[src/hdl/assert_macros.svh]
// assertion helpers shared by the rtl
`ifndef ASSERT_MACROS_SVH
`define ASSERT_MACROS_SVH

// antecedent implies consequent in the same cycle, outside reset
`define ASSERT_IMPLIES(label, clk, rst, ante, cons) \
   label: assert property (@(posedge clk) disable iff (rst) (ante) |-> (cons)) \
      else $error("assertion failed");

// condition holds on every clock edge, reset included
`define ASSERT_ALWAYS(label, clk, cond) \
   label: assert property (@(posedge clk) (cond)) else $error("assertion failed");

`endif

[src/hdl/sdd_pkg.sv]
`default_nettype none
// ----------------------------------------------------------------------------
// sdd_pkg
// shared constants, types and the hash function of the duplicate detector
// ----------------------------------------------------------------------------
package sdd_pkg;

   localparam int CAPACITY = 256;
   localparam int ADDR_W   = (CAPACITY > 2) ? $clog2(CAPACITY) : 1;
   localparam logic [ADDR_W:0]   CAP_EXT   = (ADDR_W+1)'(CAPACITY);
   localparam logic [ADDR_W-1:0] LAST_ADDR = ADDR_W'(CAPACITY - 1);

   // one queued work item
   typedef struct packed {
      logic [31:0]       value;
      logic [ADDR_W-1:0] hash;
      logic              has_value;
      logic              is_last;
   } item_type;

   // queue status seen by the front and the back
   typedef struct packed {
      logic full;
      logic empty;
   } queue_status_type;

   // fold the value into a table index below CAPACITY
   function automatic logic [ADDR_W-1:0] hash_index(logic [31:0] v);
      logic [ADDR_W-1:0] f;
      f = '0;
      for (int i = 0; i < 32; i++) begin
         f[i % ADDR_W] = f[i % ADDR_W] ^ v[i];
      end
      if ({1'b0, f} >= CAP_EXT) begin
         f = f - CAP_EXT[ADDR_W-1:0];
      end
      return f;
   endfunction

endpackage
`default_nettype wire

[src/hdl/sdd_front.sv]
`default_nettype none
// ----------------------------------------------------------------------------
// sdd_front
// accepts input beats, drops empty non-last beats and hashes the value
// ----------------------------------------------------------------------------
module sdd_front import sdd_pkg::*; (
   input  wire logic             req_tvalid,
   output logic                  req_tready,
   input  wire logic [31:0]      req_tdata,   // value[31:0]
   input  wire logic             req_tuser,   // has_value
   input  wire logic             req_tlast,   // is_last
   input  wire queue_status_type q_status,
   output logic                  push,
   output item_type              push_item
);

   // accept while the queue has room
   assign req_tready = !q_status.full;

   // only beats that carry a value or end an array do any work
   assign push = req_tvalid && req_tready && (req_tuser || req_tlast);

   // classify and hash
   always_comb begin
      push_item.value     = req_tdata;
      push_item.hash      = hash_index(req_tdata);
      push_item.has_value = req_tuser;
      push_item.is_last   = req_tlast;
   end

endmodule
`default_nettype wire

[config.mk]
export PLATFORM = sky130hd
export DESIGN_NAME = sdd_front
export DESIGN_NICKNAME = d
export VERILOG_FILES = /design/src/hdl/assert_macros.svh /design/src/hdl/sdd_pkg.sv /design/src/hdl/sdd_front.sv
export SDC_FILE = /design/constraint.sdc
export NUM_CORES = 1
export LEC_CHECK = 0
export BUFFER_PORTS_ARGS = -buffer_cell sky130_fd_sc_hd__buf_2
export CELL_PAD_IN_SITES_DETAIL_PLACEMENT = 1
export CELL_PAD_IN_SITES_GLOBAL_PLACEMENT = 1
export CORE_MARGIN = 2
export CORE_UTILIZATION = 15
export DETAILED_ROUTE_END_ITERATION = 6
export PLACE_DENSITY_LB_ADDON = 0.12
export SLEW_MARGIN = 20
export SYNTH_ARGS = -nofsm -noshare
export SYNTH_HDL_FRONTEND = slang
export SYNTH_SLANG_ARGS = --single-unit
[constraint.sdc]
create_clock -name vclk -period 0.8
set_input_delay 0.08 -clock vclk [all_inputs]
set_output_delay 0.08 -clock vclk [all_outputs]
set_load 0.02 [all_outputs]
# == After elaboration in Yosys (flattened, before gate mapping) ==
# Index checks and enable logic that the tools add are counted.
# op_classes
bitwise_logic,24
reduce_logical,4
# op_table
op,count
1-bit XOR,24
1-bit logical AND,2
1-bit logical NOT,1
1-bit logical OR,1
# word_totals
input_bits,37
register_bits,0
word_cells,28
out_inout_bits,44

# == Logic depth before layout (Yosys ltp) ==
# depth
depth_word,3
mapped_depth,2
ltp_nobuf,2

# == Worst setup path after synthesis ==
# Ideal clock, no wire load.
# synth_timing
path_type,input to output
startpoint,input req_tdata[8]
endpoint,output push_item[2] in the netlist's numbering
setup_slack_ns,0.091
arrival_time_ns,0.629
path_stages,2
cell_sequence,xor2_1 xnor2_1
# synth_rtl
element,line_no,source
start: declaration,sdd_front.sv:9,"input wire logic [31:0] req_tdata,"
end: declaration,sdd_front.sv:14,output item_type push_item

==> metrics.md <==
| Metric | Value |
|---|---|
| Hold Path Class | `input pin to output pin` |
| Vias | `494` |
| I/O Pins | `81` |
| Worst-margin pin slew | `163.7 ps` |
| Chip width | `60.52 um` |
| Delay-heaviest family, CP | `XOR/XNOR gates` |
| Post-Synth XOR/XNOR Area | `0.4386` |
| Avg Inst Size Synth | `7.987 sq um` |
| Class of the most critical setup path | `input pin to output pin` |
| Hold Violations, Final | `0` |
| # nets final | `145` |
| # Post-CTS Setup Buffers | `0` |
| Adder-cell share of the synthesized area | `0` |
| Max_cap viols | `0` |
| Worst setup path endpoint | `push_item[6]` |
| Inserted Diodes | `0` |
| Starting density of the core | `0.1570` |
| Power per Cell Area | `994.8 mW/mm^2` |
| Post-route clock period utilization | `0.9692` |
| Final Max Tran Viols | `0` |
| DR vias/cell | `3.293` |
| Slowest CP cell | `xor2_2` |
| Dpl hpwl | `1.091 mm` |
| Setup violators final | `0` |
| DP Cell Count | `150` |
| Compound-cell area share of the yosys netlist | `0.02089` |
| CP Depth | `4` |
| Met2 WL post-DR | `674 um` |
| Yosys warns | `0` |
| Vias in the first global route | `374` |
| Mux cell area share after synthesis | `0` |
| Synth unique cells | `5` |
| Critical Path Most Common Cell | `buf_2` |
| Met3 Routed Length | `131 um` |
| Most frequent cells in the layout | `buf_2 (75), xnor2_1 (14), xor2_1 (5), buf_4 (5), xor2_2 (3)` |
| Leakage | `0.0004186 uW` |
| Worst Setup SP | `req_tdata[20]` |
| Port bufs | `80` |
| Register area share after synthesis | `0` |
| Crit path time final | `775.3 ps` |
| Post-synthesis cell area | `479.2 sq um` |
| CP required | `720 ps` |
| Worst stage delay on the critical path | `180 ps` |
| Hold_buf cts | `0` |
| Maximum number of pins on one net before global-route repair | `3` |
| Buffers and inverters on the worst path | `2` |
| Arr. time, crit path | `700 ps` |
| Count of non-filler cells in the finished layout | `150` |
| Total power | `725.7 uW` |
| M1 WL | `313 um` |
| Commonest non-fill, non-tap cell in the layout | `buf_2` |
| Worst IR Drop VDD | `0.0002107 V` |
| Crit-path cells | `buf_2 > xor2_2 > xnor2_1 > buf_2` |
| Sequential Area | `0 sq um` |
| Syn_nets | `97` |
| Grt total ovfl | `0` |
| Total routed wirelength | `1.118 mm` |
| Antenna violations before repair | `0` |
| Layout area overhead | `52.22%` |
| Largest family of logic cells by synthesized area | `buffers and inverters` |
| First-pass GRT wire length | `1.435 mm` |
| Die Y | `60.52 um` |
| DRT antenna net count | `0` |
| DRT Pass-1 Iters | `2` |
| Post-layout worst setup margin | `24.65 ps` |
| GRT Util Overall | `0.04722` |
| Highest metal used | `met3` |
| Clock buffers | `0` |
| Endpoint class of the critical path | `output pin` |
| Critical Path Fanout Max | `2` |
| Fraction of layout cells with a size suffix above 1 | `0.8019` |
| Post-synthesis simple-gate area fraction | `0` |
| Place WS | `-7.105 ps` |
| Core footprint | `0.003053 sq mm` |
| WL/cell | `7.453 um` |
| Mapped Cells | `60` |
| Outcome | `completed` |
| Relative slew slack | `0.8901` |
| # rows | `20` |
| RSZ-0062 raised after global routing | `false` |
| Final RePlAce weighted congestion | `0.5752` |
| Die area | `0.003663 sq mm` |
| FFs & Latches | `0` |
| DRT iter0 DRCs | `6` |
| Residual DRC | `0` |
| Crit path launch type | `input pin` |
| FMAX | `1290 MHz` |
## how the worst min path moves through the flow
stage,cells after the start,endpoint,startpoint,slack [ps]
6_report,2,push_item[0],req_tlast,400
4_1_cts,2,push_item[0],req_tlast,400
5_1_grt,2,push_item[0],req_tlast,410
3_3_place_gp,2,push_item[1],req_tuser,400
2_1_floorplan,1,req_tready,q_status[1],240
3_5_place_dp,2,push_item[0],req_tlast,400
## routing by layer
metal | GRT usage | vias to the layer above
li1 | - | 237
met1 | 0.04731 | 220
met2 | 0.1087 | 37
met3 | 0.002132 | 0
met4 | 0 | 0
met5 | 0 | -
## cell usage after synthesis
cell     instances  area share
buf_4           34        0.53
xnor2_1         16        0.29
o211a_1          1       0.021
inv_1            1      0.0078
xor2_1           8        0.15
## cell type report
type | instances | area [sq um]
fillers | 397 | 2323
inverters | 1 | 3.754
multi-input cells | 25 | 257.7
well taps | 44 | 55.05
repair buffers | 80 | 412.9
## kinds of logic (layout without fill, tap and decap cells)
kind of cell / count (synthesis) / in the layout
buf+inv: 35 / 81
compound gates: 1 / 1
xor+xnor: 24 / 24
## per-stage QoR
stage	utilization	area (sq um)	hold slack (ps)	TNS, ps
after detailed placement	0.2225	679.4	397.5	-7.105
after floorplan	-	479.2	244.0	0
after global placement	0.2225	679.4	395.6	-3.711
after CTS	0.2275	694.4	397.5	0
final	0.2389	729.5	395.4	0
after global routing	0.2389	729.5	406.0	0
## report_power, final
part	switching [uW]	leakage, uW	internal, uW
registers	0	0	0
logic	410	0.000419	315
clock network	0	0	0
## repair_timing
item	CTS	global route
resized for setup	2	8
endpoints found under the setup margin	2	6
endpoints found under the hold margin	0	0
pin swaps	0	2
No activity file was read; power rests on OpenSTA's default activity.
