## src/hdl/assert_macros.svh

```systemverilog
// assertion helpers shared by the rtl
`ifndef ASSERT_MACROS_SVH
`define ASSERT_MACROS_SVH

// antecedent implies consequent in the same cycle, outside reset
`define ASSERT_IMPLIES(label, clk, rst, ante, cons) \
   label: assert property (@(posedge clk) disable iff (rst) (ante) |-> (cons)) \
      else $error("assertion failed");

// condition holds on every clock edge, reset included
`define ASSERT_ALWAYS(label, clk, cond) \
   label: assert property (@(posedge clk) (cond)) else $error("assertion failed");

`endif

```

## src/hdl/sdd_pkg.sv

```systemverilog
`default_nettype none
// ----------------------------------------------------------------------------
// sdd_pkg
// shared constants, types and the hash function of the duplicate detector
// ----------------------------------------------------------------------------
package sdd_pkg;

   localparam int CAPACITY = 256;
   localparam int ADDR_W   = (CAPACITY > 2) ? $clog2(CAPACITY) : 1;
   localparam logic [ADDR_W:0]   CAP_EXT   = (ADDR_W+1)'(CAPACITY);
   localparam logic [ADDR_W-1:0] LAST_ADDR = ADDR_W'(CAPACITY - 1);

   // one queued work item
   typedef struct packed {
      logic [31:0]       value;
      logic [ADDR_W-1:0] hash;
      logic              has_value;
      logic              is_last;
   } item_type;

   // queue status seen by the front and the back
   typedef struct packed {
      logic full;
      logic empty;
   } queue_status_type;

   // fold the value into a table index below CAPACITY
   function automatic logic [ADDR_W-1:0] hash_index(logic [31:0] v);
      logic [ADDR_W-1:0] f;
      f = '0;
      for (int i = 0; i < 32; i++) begin
         f[i % ADDR_W] = f[i % ADDR_W] ^ v[i];
      end
      if ({1'b0, f} >= CAP_EXT) begin
         f = f - CAP_EXT[ADDR_W-1:0];
      end
      return f;
   endfunction

endpackage
`default_nettype wire

```

## src/hdl/sdd_queue.sv

```systemverilog
`default_nettype none
// ----------------------------------------------------------------------------
// sdd_queue
// two-entry queue between front and back
// ----------------------------------------------------------------------------
module sdd_queue import sdd_pkg::*; (
   input  wire logic       clock,
   input  wire logic       reset,
   input  wire logic       push,
   input  wire item_type   push_item,
   input  wire logic       pop,
   output item_type        pop_item,
   output queue_status_type status
);

   item_type   slot_ff [2];
   logic       wr_ptr_ff, wr_ptr_in;
   logic       rd_ptr_ff, rd_ptr_in;
   logic [1:0] count_ff, count_in;
   logic       do_push, do_pop;

   assign status.full  = (count_ff == 2'd2);
   assign status.empty = (count_ff == 2'd0);
   assign do_push      = push && !status.full;
   assign do_pop       = pop && !status.empty;
   assign pop_item     = slot_ff[rd_ptr_ff];

   // pointer and count update
   always_comb begin
      wr_ptr_in = wr_ptr_ff ^ do_push;
      rd_ptr_in = rd_ptr_ff ^ do_pop;
      count_in  = count_ff + {1'b0, do_push} - {1'b0, do_pop};
   end

   always_ff @(posedge clock) begin
      if (reset) begin
         wr_ptr_ff <= 1'b0;
         rd_ptr_ff <= 1'b0;
         count_ff  <= 2'd0;
      end else begin
         wr_ptr_ff <= wr_ptr_in;
         rd_ptr_ff <= rd_ptr_in;
         count_ff  <= count_in;
      end
   end

   // payload storage
   always_ff @(posedge clock) begin
      if (do_push) begin
         slot_ff[wr_ptr_ff] <= push_item;
      end
   end

endmodule
`default_nettype wire

```

## config.mk

```make
export PLATFORM = sky130hd
export DESIGN_NAME = sdd_queue
export DESIGN_NICKNAME = d
export VERILOG_FILES = /design/src/hdl/assert_macros.svh /design/src/hdl/sdd_pkg.sv /design/src/hdl/sdd_queue.sv
export SDC_FILE = /design/constraint.sdc
export NUM_CORES = 1
export LEC_CHECK = 0
export BUFFER_PORTS_ARGS = -buffer_cell sky130_fd_sc_hd__buf_2
export CAP_MARGIN = 20
export CORE_ASPECT_RATIO = 0.8
export CORE_MARGIN = 2
export CORE_UTILIZATION = 55
export DETAILED_ROUTE_END_ITERATION = 10
export PLACE_DENSITY_LB_ADDON = 0.2
export SYNTH_ARGS = -nofsm -noshare
export SYNTH_HDL_FRONTEND = slang
export SYNTH_SLANG_ARGS = --single-unit
```

## constraint.sdc

```tcl
create_clock -name clock -period 5 [get_ports clock]
set_input_delay 1 -clock clock [delete_from_list [all_inputs] [get_ports clock]]
set_output_delay 1 -clock clock [all_outputs]
set_load 0.02 [all_outputs]
```

Yosys cells after proc, flatten, opt, wreduce, memory -nomap -nowiden

Memories as Yosys holds them, arrays and structs flattened. A register that Yosys moved wholly into a read port is not among the register bits.
Index checks and enable logic that the tools add are counted.

Register bits: 4
Bits in writable memories: 84
Input bits: 46
Output and inout port bits: 44
Logic and storage cells: 17
Memories kept: 1

Memories:

| memory  | depth | bits a word | rd ports | clocked after memory_dff | write ports | RTL line        | RTL |
|---|---|---|---|---|---|---|---|
| slot_ff | 2     | 42          | 1        | 1                        | 1           | sdd_queue.sv:16 | `item_type slot_ff [2];` |

$add $sub $neg: 2
Equality and inequality tests: 1
Multiplexer cells: 3
Bitwise logic cells: 2
Reductions and logical operators: 5

Operators with widths:

| kind                                        | count |
|---|---|
| 1-bit two-way mux                           | 3 |
| 2-bit by 1-bit adder with 2-bit output      | 1 |
| 2-bit == test (second input constant)       | 1 |
| 1-bit logical AND                           | 2 |
| 1-bit logical NOT                           | 2 |
| 2-bit logical NOT                           | 1 |
| 2-bit by 1-bit subtractor with 2-bit output | 1 |
| 1-bit bitwise XOR                           | 2 |

Depth between registers and ports, before layout

Gate-level depths: netlist of the first run.

Depth in word-level cells: 5
Mapped depth: 7
Depth with buffers taken out: 7

Worst setup path before layout of the first run

Ideal clock, no wire load.

Path type: input port to flip-flop
Start point: input port push
End point: memory slot_ff[1][0] in the netlist's numbering, enable pin
Setup time: 0.404 ns
Data arrival time: 2.191 ns
Data required time: 4.596 ns
Setup slack: 2.406 ns
Cell stages on the path: 2
Path buffers: 0
Path through: and2_1 ha_1

Cells in the longest elaborated chain, start to end: 3

Ends and longest elaborated chain:

| element                                 | RTL line        | RTL |
|---|---|---|
| start, declared                         | sdd_queue.sv:9  | `input wire logic push,` |
| 1-bit logical AND                       | sdd_queue.sv:24 | `assign do_push = push && !status.full;` |
| 1-bit two-way mux                       | sdd_queue.sv:49 | `if (do_push) begin` |
| 1-bit two-way mux (not written as such) | sdd_queue.sv:50 | `slot_ff[wr_ptr_ff] <= push_item;` |
| end, declared                           | sdd_queue.sv:16 |  |

Every way passes these cells.

==> impl_metrics.json, run 1 <==
{
  "syn_area_um2": 3290,
  "irDropWorstVdd_mv": 0.250,
  "crit_buf_inv": 2,
  "cp_max_fo": 25,
  "port_buffers": 89,
  "seqCellArea_um2": 2600,
  "cts_resized": 0,
  "final_hold_viol_count": 0,
  "finalClockSkew_ns": 0.00817,
  "gp_congestion": 0.652,
  "synth_cells": 154,
  "dr.pass1.iters": 4,
  "p_leak_uw": 0.00154,
  "cts_max_path_buffers": 2,
  "crit_chain": "buf_12 > mux2_2 > buf_2",
  "globalRouteTotalUtil_pct": 14.9,
  "die_area_um2": 6630,
  "initial_core_util_pct": 56.3,
  "coreArea_um2": 5850,
  "dp_slack_ns": 2.36,
  "grt_start_max_net_pins": 45,
  "die_y_um": 73.2,
  "wl_per_cell_um": 14.3,
  "die_w_um": 90.5,
  "htree_levels": 3,
  "worst_pin_slew_ns": 1.05,
  "run_status": "finished clean",
  "start_kind": "flip-flop",
  "netlist.top_cell.by_area": "edfxtp_1",
  "fill_cells": 432,
  "synth.avg_cell_area_um2": 21.4,
  "final_nets": 301,
  "ys_types": 15,
  "antenna_found_initial": 0,
  "hpwl_um": 2930,
  "power_density_nw_per_um2": 501,
  "yosysMostFrequentCell": "edfxtp_1",
  "vias": 1641,
  "setup_viol": 0,
  "cp_slowest_cell": "dfxtp_2",
  "antenna-diode-count": 0,
  "ctsHoldBuffers": 0,
  "power.total_uw": 2020,
  "crit_path_max_incr_delay_ns": 0.65,
  "maxCapViolations": 0,
  "fmax_mhz": 360,
  "rsz0062_at_grt": "false",
  "path_clk_slew_ns": 0.08,
  "fp-row-count": 25,
  "synth_ff_type": "edfxtp_1",
  "worst-endpoint-required_ns": 4.00,
  "multi_input_area_um2": 624,
  "async_flop_share_pct": 0,
  "worst_slack_ns": 2.23,
  "setup_tns_ns": 0,
  "syn2layout_area_growth_pct": 22.6,
  "synth_warnings": 0,
  "drive_above_1_share_pct": 58.6,
  "synth_fp_nets": 204,
  "vias_per_cell": 4.87,
  "fin_crit_ns": 2.77,
  "grt_pass1_vias": 1609,
  "critPathTopFamily": "flip-flops",
  "final_max_slew_viol_count": 0,
  "grt_pass1_wl_um": 7190,
  "seq_area_frac_synth_pct": 79.0,
  "cts_tree": "done",
  "whs_ns": 0.588,
  "grt-ovfl-total": 0,
  "synthTopCellsByCount": "edfxtp_1, mux2_2",
  "ant_nets": 0,
  "root_buffer": "clkbuf_8",
  "end_kind": "primary output",
  "drc_errors": 0,
  "slew_headroom_pct": 29.8,
  "ioPinCount": 90,
  "synth_top_cell_area_share_pct": 76.6,
  "cp.arrival_ns": 1.77,
  "drt_iter0_drc": 73,
  "holdCritPathClass": "reg2reg",
  "cts_setup_buffers": 0,
  "ys_top_cells_by_area": "edfxtp_1, mux2_2, dfxtp_1, ha_1, buf_6",
  "cts_buffers": 9,
  "insertion_delay_ns": 0.34,
  "wl_um": 4810,
  "post-route-period-util_pct": 55.5,
  "synth_edf_count": 84,
  "fin_util_pct": 69.0,
  "ys_ff_latch": 88,
  "criticalPathCategory": "reg2out",
  "clkSinkCount": 88
}
[path summary, 6_finish.rpt]
check              start        endpoint  slack, ns  depth (start not counted)
max            rd_ptr_ff     pop_item[4]       2.23                          3
min            wr_ptr_ff       wr_ptr_ff       0.59                          3
max reg2reg  count_ff[0]  slot_ff[0][41]       2.98                          3
min reg2reg    wr_ptr_ff       wr_ptr_ff       0.59                          3
[per-stage QoR]
| stage | instances | area [um^2] |
|---|---|---|
| after global routing | 337 | 4040 |
| after global placement | 319 | 3790 |
| final | 337 | 4040 |
| after CTS | 335 | 4000 |
| after floorplan | 154 | 3290 |
| after detailed placement | 319 | 3790 |
[cell families (layout without fill, tap and decap cells)]
logic type	count (synthesis)	in the layout	share of synthesized area, %
flip-flops	88	88	79.0
multiplexers	43	43	15.0
AND/OR/NAND/NOR	9	9	1.33
buffers and inverters	8	110	2.17
adder cells (fa/ha/maj)	4	4	1.52
AO/OA/AOI/OAI	1	1	0.228
XOR/XNOR	1	1	0.684
[final cells by class]
type                       count  area share (%)
clock buffer                  10            3.16
clock inverter                 6            2.08
inverter                       3           0.279
multi-input combinational     58            15.5
sequential                    88            64.5
tap                           81            2.51
timing repair buffer          91            12.0
[flip-flops by register name, indices dropped and copies added (netlist names)]
signal,flops
slot_ff,84
wr_ptr_ff,1
count_ff,2
rd_ptr_ff,1
[cell usage in the layout (no fill, tap or decap), drive strengths merged]
cell and n:
edfxtp 84, nor2 4, clkinv 3, mux2 43
dfxtp 4, xnor3 1, inv 3, buf 91
nor2b 2, and2 1, clkbuf 10, bufinv 2
ha 4, nand2 1, clkinvlp 1, o21a 1
nand2b 1
[tightest hold or removal path, stage by stage (launching register included)]
cell     delay, ns
dfxtp_1       0.32
inv_1         0.05
ha_2          0.15
nor2_1        0.03
[metal layers]
layer / track usage (%) / vias up / share of wire, %
li1: - / 790 / -
met1: 16.0 / 783 / 41
met2: 25.3 / 62 / 51
met3: 7.33 / 6 / 7.5
met4: 6.84 / 0 / 1.4
met5: 0 / - / 0
[power by group]
part | switching [uW] | internal (uW) | leakage, uW
Clock | 221 | 279 | 0.000102
Combinational | 306 | 235 | 0.000616
Sequential | 44.3 | 936 | 0.000818
Total | 572 | 1450 | 0.00154
(Power assumes the default switching activity.)
==> run 2: changes to the inputs <==
Settings changed: CORE_UTILIZATION 55 to 46.
Clock period 5 ns to 2.5 ns, I/O delays scaled along.
==> impl_metrics.json, run 2 (synthesis results as in run 1) <==
{
  "run_status": "finished clean",
  "worst_pin_slew_ns": 0.368,
  "rsz0062_at_grt": "false",
  "htree_levels": 3,
  "drive_above_1_share_pct": 59.8,
  "vias_per_cell": 4.81,
  "largest_reg_flops": 84,
  "ctsHoldBuffers": 0,
  "fin_cells": 346,
  "syn2layout_area_growth_pct": 22.6,
  "globalRouteTotalUtil_pct": 14.5,
  "vias": 1664,
  "end_kind": "primary output",
  "reg2reg_from": "count_ff[0]",
  "top_register": "slot_ff",
  "multi_input_area_um2": 624,
  "power.total_uw": 3990,
  "final_hold_viol_count": 0,
  "drc_errors": 0,
  "path_clk_slew_ns": 0.09,
  "fill_cells": 546,
  "cp.arrival_ns": 1.57,
  "min_path_cells": 1,
  "numPlacedInstances": 330,
  "insertion_delay_ns": 0.34,
  "grt_start_max_net_pins": 43,
  "p_leak_uw": 0.00154,
  "drt_iter0_drc": 84,
  "cts_max_path_buffers": 2,
  "die_area_um2": 7860,
  "worst-endpoint-required_ns": 2.00,
  "setup_viol": 0,
  "initial_core_util_pct": 47.6,
  "ant_nets": 0,
  "ff2ff_setup_slack_ns": 0.80,
  "final_max_slew_viol_count": 0,
  "reg2reg_to": "slot_ff[1][27]",
  "port_buffers": 89,
  "die_y_um": 79.7,
  "fin_crit_ns": 2.07,
  "irDropWorstVdd_mv": 0.498,
  "cts_setup_buffers": 0,
  "most-common-layout-cells": "buf_2, edfxtp_1, mux2_2",
  "grt_pass1_wl_um": 8380,
  "holdCritPathClass": "in2reg",
  "grt-ovfl-total": 0,
  "cp_max_fo": 27,
  "ioPinCount": 90,
  "hpwl_um": 3510,
  "dr.pass1.iters": 4,
  "post-route-period-util_pct": 82.7,
  "power_density_nw_per_um2": 987,
  "coreArea_um2": 6930,
  "cts_buffers": 9,
  "slew_headroom_pct": 75.4,
  "grt_pass1_vias": 1742,
  "wl_per_cell_um": 15.2,
  "gp_congestion": 0.710,
  "seqCellArea_um2": 2600,
  "cts_tree": "done",
  "fmax_mhz": 484,
  "antenna-diode-count": 0,
  "wl_um": 5250,
  "start_kind": "flip-flop",
  "root_buffer": "clkbuf_8",
  "fp-row-count": 27,
  "cts_resized": 0,
  "min_from": "push_item[14]",
  "hold_end": "slot_ff[0][14]",
  "clkSinkCount": 88,
  "antenna_found_initial": 0,
  "finalClockSkew_ns": 0.00545,
  "final_common_cell": "buf_2",
  "setup_tns_ns": 0,
  "final_nets": 304,
  "largest_registers": "slot_ff: 84 flops, count_ff: 2 flops",
  "die_w_um": 98.6,
  "reg2regPathDepth": 4,
  "criticalPathCategory": "reg2out",
  "maxCapViolations": 0
}
-- run 2: cell types whose count changed in the layout (fill, tap and decap cells not counted) --
cell | before | now
buf_4 | 0 | 4
buf_12 | 2 | 1
bufinv_16 | 2 | 1
clkbuf_1 | 1 | 0
clkinv_1 | 2 | 1
clkinv_2 | 0 | 1
clkinvlp_4 | 1 | 2
inv_6 | 0 | 1
-- run 2: through the flow --
step | hold WS [ns] | area [um^2] | worst slack, ns | utilization (%)
6_report | 0.339 | 4040 | 0.432 | 58.3
5_1_grt | 0.304 | 4040 | 0.343 | 58.3
4_1_cts | 0.314 | 4040 | 0.391 | 58.3
3_5_place_dp | 0.585 | 3840 | 0.712 | 55.5
3_3_place_gp | 0.579 | 3840 | 0.717 | 55.5
2_1_floorplan | 0.532 | 3290 | 0.406 | -
-- run 2: layer usage --
layer	vias to the layer above	wire, um	global-route usage [%]
met5	-	0	0
met4	0	40	4.52
met3	5	393	7.36
met2	55	2700	24.4
met1	809	2120	16.3
li1	795	-	-
-- run 2: worst max path at each step --
stage,startpoint,to
2_1_floorplan,push,slot_ff[1][0]
3_5_place_dp,push,slot_ff[1][29]
4_1_cts,rd_ptr_ff,pop_item[32]
5_1_grt,rd_ptr_ff,pop_item[21]
6_report,rd_ptr_ff,pop_item[12]
3_3_place_gp,push,slot_ff[1][24]
-- run 2: area by class of cell --
class / instances / area share, %
sequential: 88 / 64.5
multi-input combinational: 58 / 15.5
timing repair buffer: 94 / 12.3
clock buffer: 9 / 3.07
tap: 87 / 2.70
clock inverter: 7 / 1.77
inverter: 3 / 0.279
-- run 2: where the power goes --
part	switching (uW)	internal, uW
Clock	476	461
Sequential	51.9	1870
Combinational	654	475
-- run 2: critical path: stages, from the launching register on --
cell and delay (ns):
dfxtp_2 0.33, buf_4 0.34, mux2_2 0.39, buf_2 0.16
==> run 3: changes to the inputs <==
Settings changed: ABC_AREA set to 1, CORE_UTILIZATION 46 to 52.
Clock period 2.5 ns to 1.95 ns, I/O delays scaled along.
==> impl_metrics.json, run 3 <==
{
  "cts_resized": 0,
  "min_from": "reset",
  "criticalPathCategory": "reg2out",
  "async_flop_share_pct": 0,
  "ys_top_cells_by_area": "edfxtp_1, mux2_4, buf_12, dfxtp_1, ha_1",
  "ant_nets": 0,
  "cts_setup_buffers": 0,
  "hpwl_um": 3430,
  "cp_max_fo": 16,
  "synth_warnings": 0,
  "setup_viol": 0,
  "worst_pin_slew_ns": 0.324,
  "power_density_nw_per_um2": 1330,
  "cp_slowest_cell": "dfxtp_2",
  "synth_edf_count": 84,
  "synth_ff_type": "edfxtp_1",
  "wl_per_cell_um": 14.3,
  "drt_iter0_drc": 86,
  "ff2ff_setup_slack_ns": 0.35,
  "fmax_mhz": 536,
  "ys_ff_latch": 88,
  "largest_reg_flops": 84,
  "antenna_found_initial": 0,
  "htree_levels": 3,
  "grt_pass1_wl_um": 7850,
  "ioPinCount": 90,
  "gr-max-usage-layer": "met2",
  "synth_top_cell_area_share_pct": 72.8,
  "port_buffers": 89,
  "fin_cells": 355,
  "hold_end": "wr_ptr_ff",
  "maxCapViolations": 0,
  "fp-row-count": 26,
  "clkSinkCount": 88,
  "final_nets": 317,
  "synth.avg_cell_area_um2": 20.9,
  "worst_slack_ns": 0.0834,
  "die_area_um2": 7340,
  "netlist.top_cell.by_area": "edfxtp_1",
  "synth_fp_nets": 216,
  "largest_registers": "slot_ff: 84 flops, count_ff: 2 flops",
  "vias": 1698,
  "syn_area_um2": 3470,
  "top_register": "slot_ff",
  "die_w_um": 95.3,
  "grt_util_met3_pct": 7.07,
  "dpl_cell_area_um2": 4000,
  "vias_per_cell": 4.78,
  "holdCritPathClass": "in2reg",
  "syn2layout_area_growth_pct": 21.3,
  "final_max_slew_viol_count": 0,
  "grt_start_max_net_pins": 34,
  "min_path_cells": 2,
  "grt_use_met1_pct": 17.7,
  "cp.arrival_ns": 1.48,
  "synthTopCellsByCount": "edfxtp_1, mux2_4, inv_1, nor2_1, nand2_1",
  "path_clk_slew_ns": 0.07,
  "reg2reg_from": "count_ff[1]",
  "run_status": "finished clean",
  "drc_errors": 0,
  "irDropWorstVdd_mv": 0.705,
  "grt_pass1_vias": 1678,
  "grt-ovfl-total": 0,
  "rsz0062_at_grt": "false",
  "final_cell_area_um2": 4200,
  "seq_area_frac_synth_pct": 75.1,
  "worst-endpoint-required_ns": 1.56,
  "p_leak_uw": 0.00170,
  "final_common_cell": "buf_2",
  "fin_crit_ns": 1.87,
  "start_kind": "flip-flop",
  "final_hold_viol_count": 0,
  "insertion_delay_ns": 0.33,
  "post-route-period-util_pct": 95.7,
  "globalRouteTotalUtil_pct": 14.6,
  "most-common-layout-cells": "buf_2, edfxtp_1, mux2_4",
  "numPlacedInstances": 340,
  "drive_above_1_share_pct": 56.5,
  "crit_chain": "buf_4 > mux2_4 > buf_2",
  "coreArea_um2": 6410,
  "dr.pass1.iters": 4,
  "reg2regPathDepth": 10,
  "met2_usage_pct": 23.4,
  "slew_headroom_pct": 78.4,
  "yosysMostFrequentCell": "edfxtp_1",
  "die_y_um": 77.0,
  "ctsHoldBuffers": 0,
  "cts_max_path_buffers": 2,
  "crit_path_max_incr_delay_ns": 0.35,
  "initial_core_util_pct": 54.1,
  "antenna-diode-count": 0,
  "synth_cells": 166,
  "cts_tree": "done",
  "reg2reg_to": "count_ff[1]",
  "cts_buffers": 9,
  "gp_congestion": 0.802,
  "end_kind": "primary output",
  "finalClockSkew_ns": 0.00452,
  "dp_slack_ns": 0.352,
  "root_buffer": "clkbuf_8",
  "ys_types": 13,
  "wl_um": 5060
}
==> run 3: kinds of logic (layout without fill, tap and decap cells) <==
kind of cell,Yosys count,after routing,synth area share [%]
flip-flops,88,88,75.1
multiplexers,42,42,17.8
buffers and inverters,15,120,3.72
AO/OA/AOI/OAI,2,2,0.289
adder cells (fa/ha/maj),4,4,1.44
AND/OR/NAND/NOR,15,15,1.70
==> run 3: area by class of cell <==
class,count,area (um^2)
Clock buffer,11,131
Clock inverter,4,70.1
Fill cell,453,2210
Inverter,10,37.5
Multi-Input combinational cell,63,739
Sequential cell,88,2600
Tap cell,84,105
Timing Repair Buffer,95,515
==> run 3: worst max-delay path by stage <==
stage / startpoint / endpoint / slack, ns
floorplan: count_ff[1] / slot_ff[1][0] / -0.09
global placement: push / slot_ff[1][40] / 0.43
detailed placement: count_ff[1] / count_ff[1] / 0.35
CTS: rd_ptr_ff / pop_item[18] / 0.05
global route: rd_ptr_ff / pop_item[4] / 0.004
finish: rd_ptr_ff / pop_item[18] / 0.08
==> run 3: per-layer routing <==
metal	wire length, um	vias up
met4	23	0
met3	353	2
met2	2550	59
met5	0	-
met1	2130	812
li1	-	825
==> run 3: stage by stage <==
step / power, uW / utilization [%] / TNS, ns / hold slack [ns]
after floorplan: 3970 / - / -7.66 / 0.457
after global placement: 4390 / 62.4 / 0 / 0.576
after detailed placement: 4420 / 62.4 / 0 / 0.581
after CTS: 5690 / 65.6 / 0 / 0.219
after global routing: 5910 / 65.6 / 0 / 0.208
final: 5600 / 65.6 / 0 / 0.236
==> run 3: critical path, delay by kind of cell (launching register included) <==
family                 cells  cell delay (ns)
muxes                      1             0.33
DFF                        1             0.35
buffers and inverters      2             0.45
==> run 3: power by group <==
| part | total, uW | switching, uW | internal (uW) |
|---|---|---|---|
| logic | 1810 | 1000 | 803 |
| registers | 2540 | 91.8 | 2450 |
| clock network | 1260 | 545 | 711 |
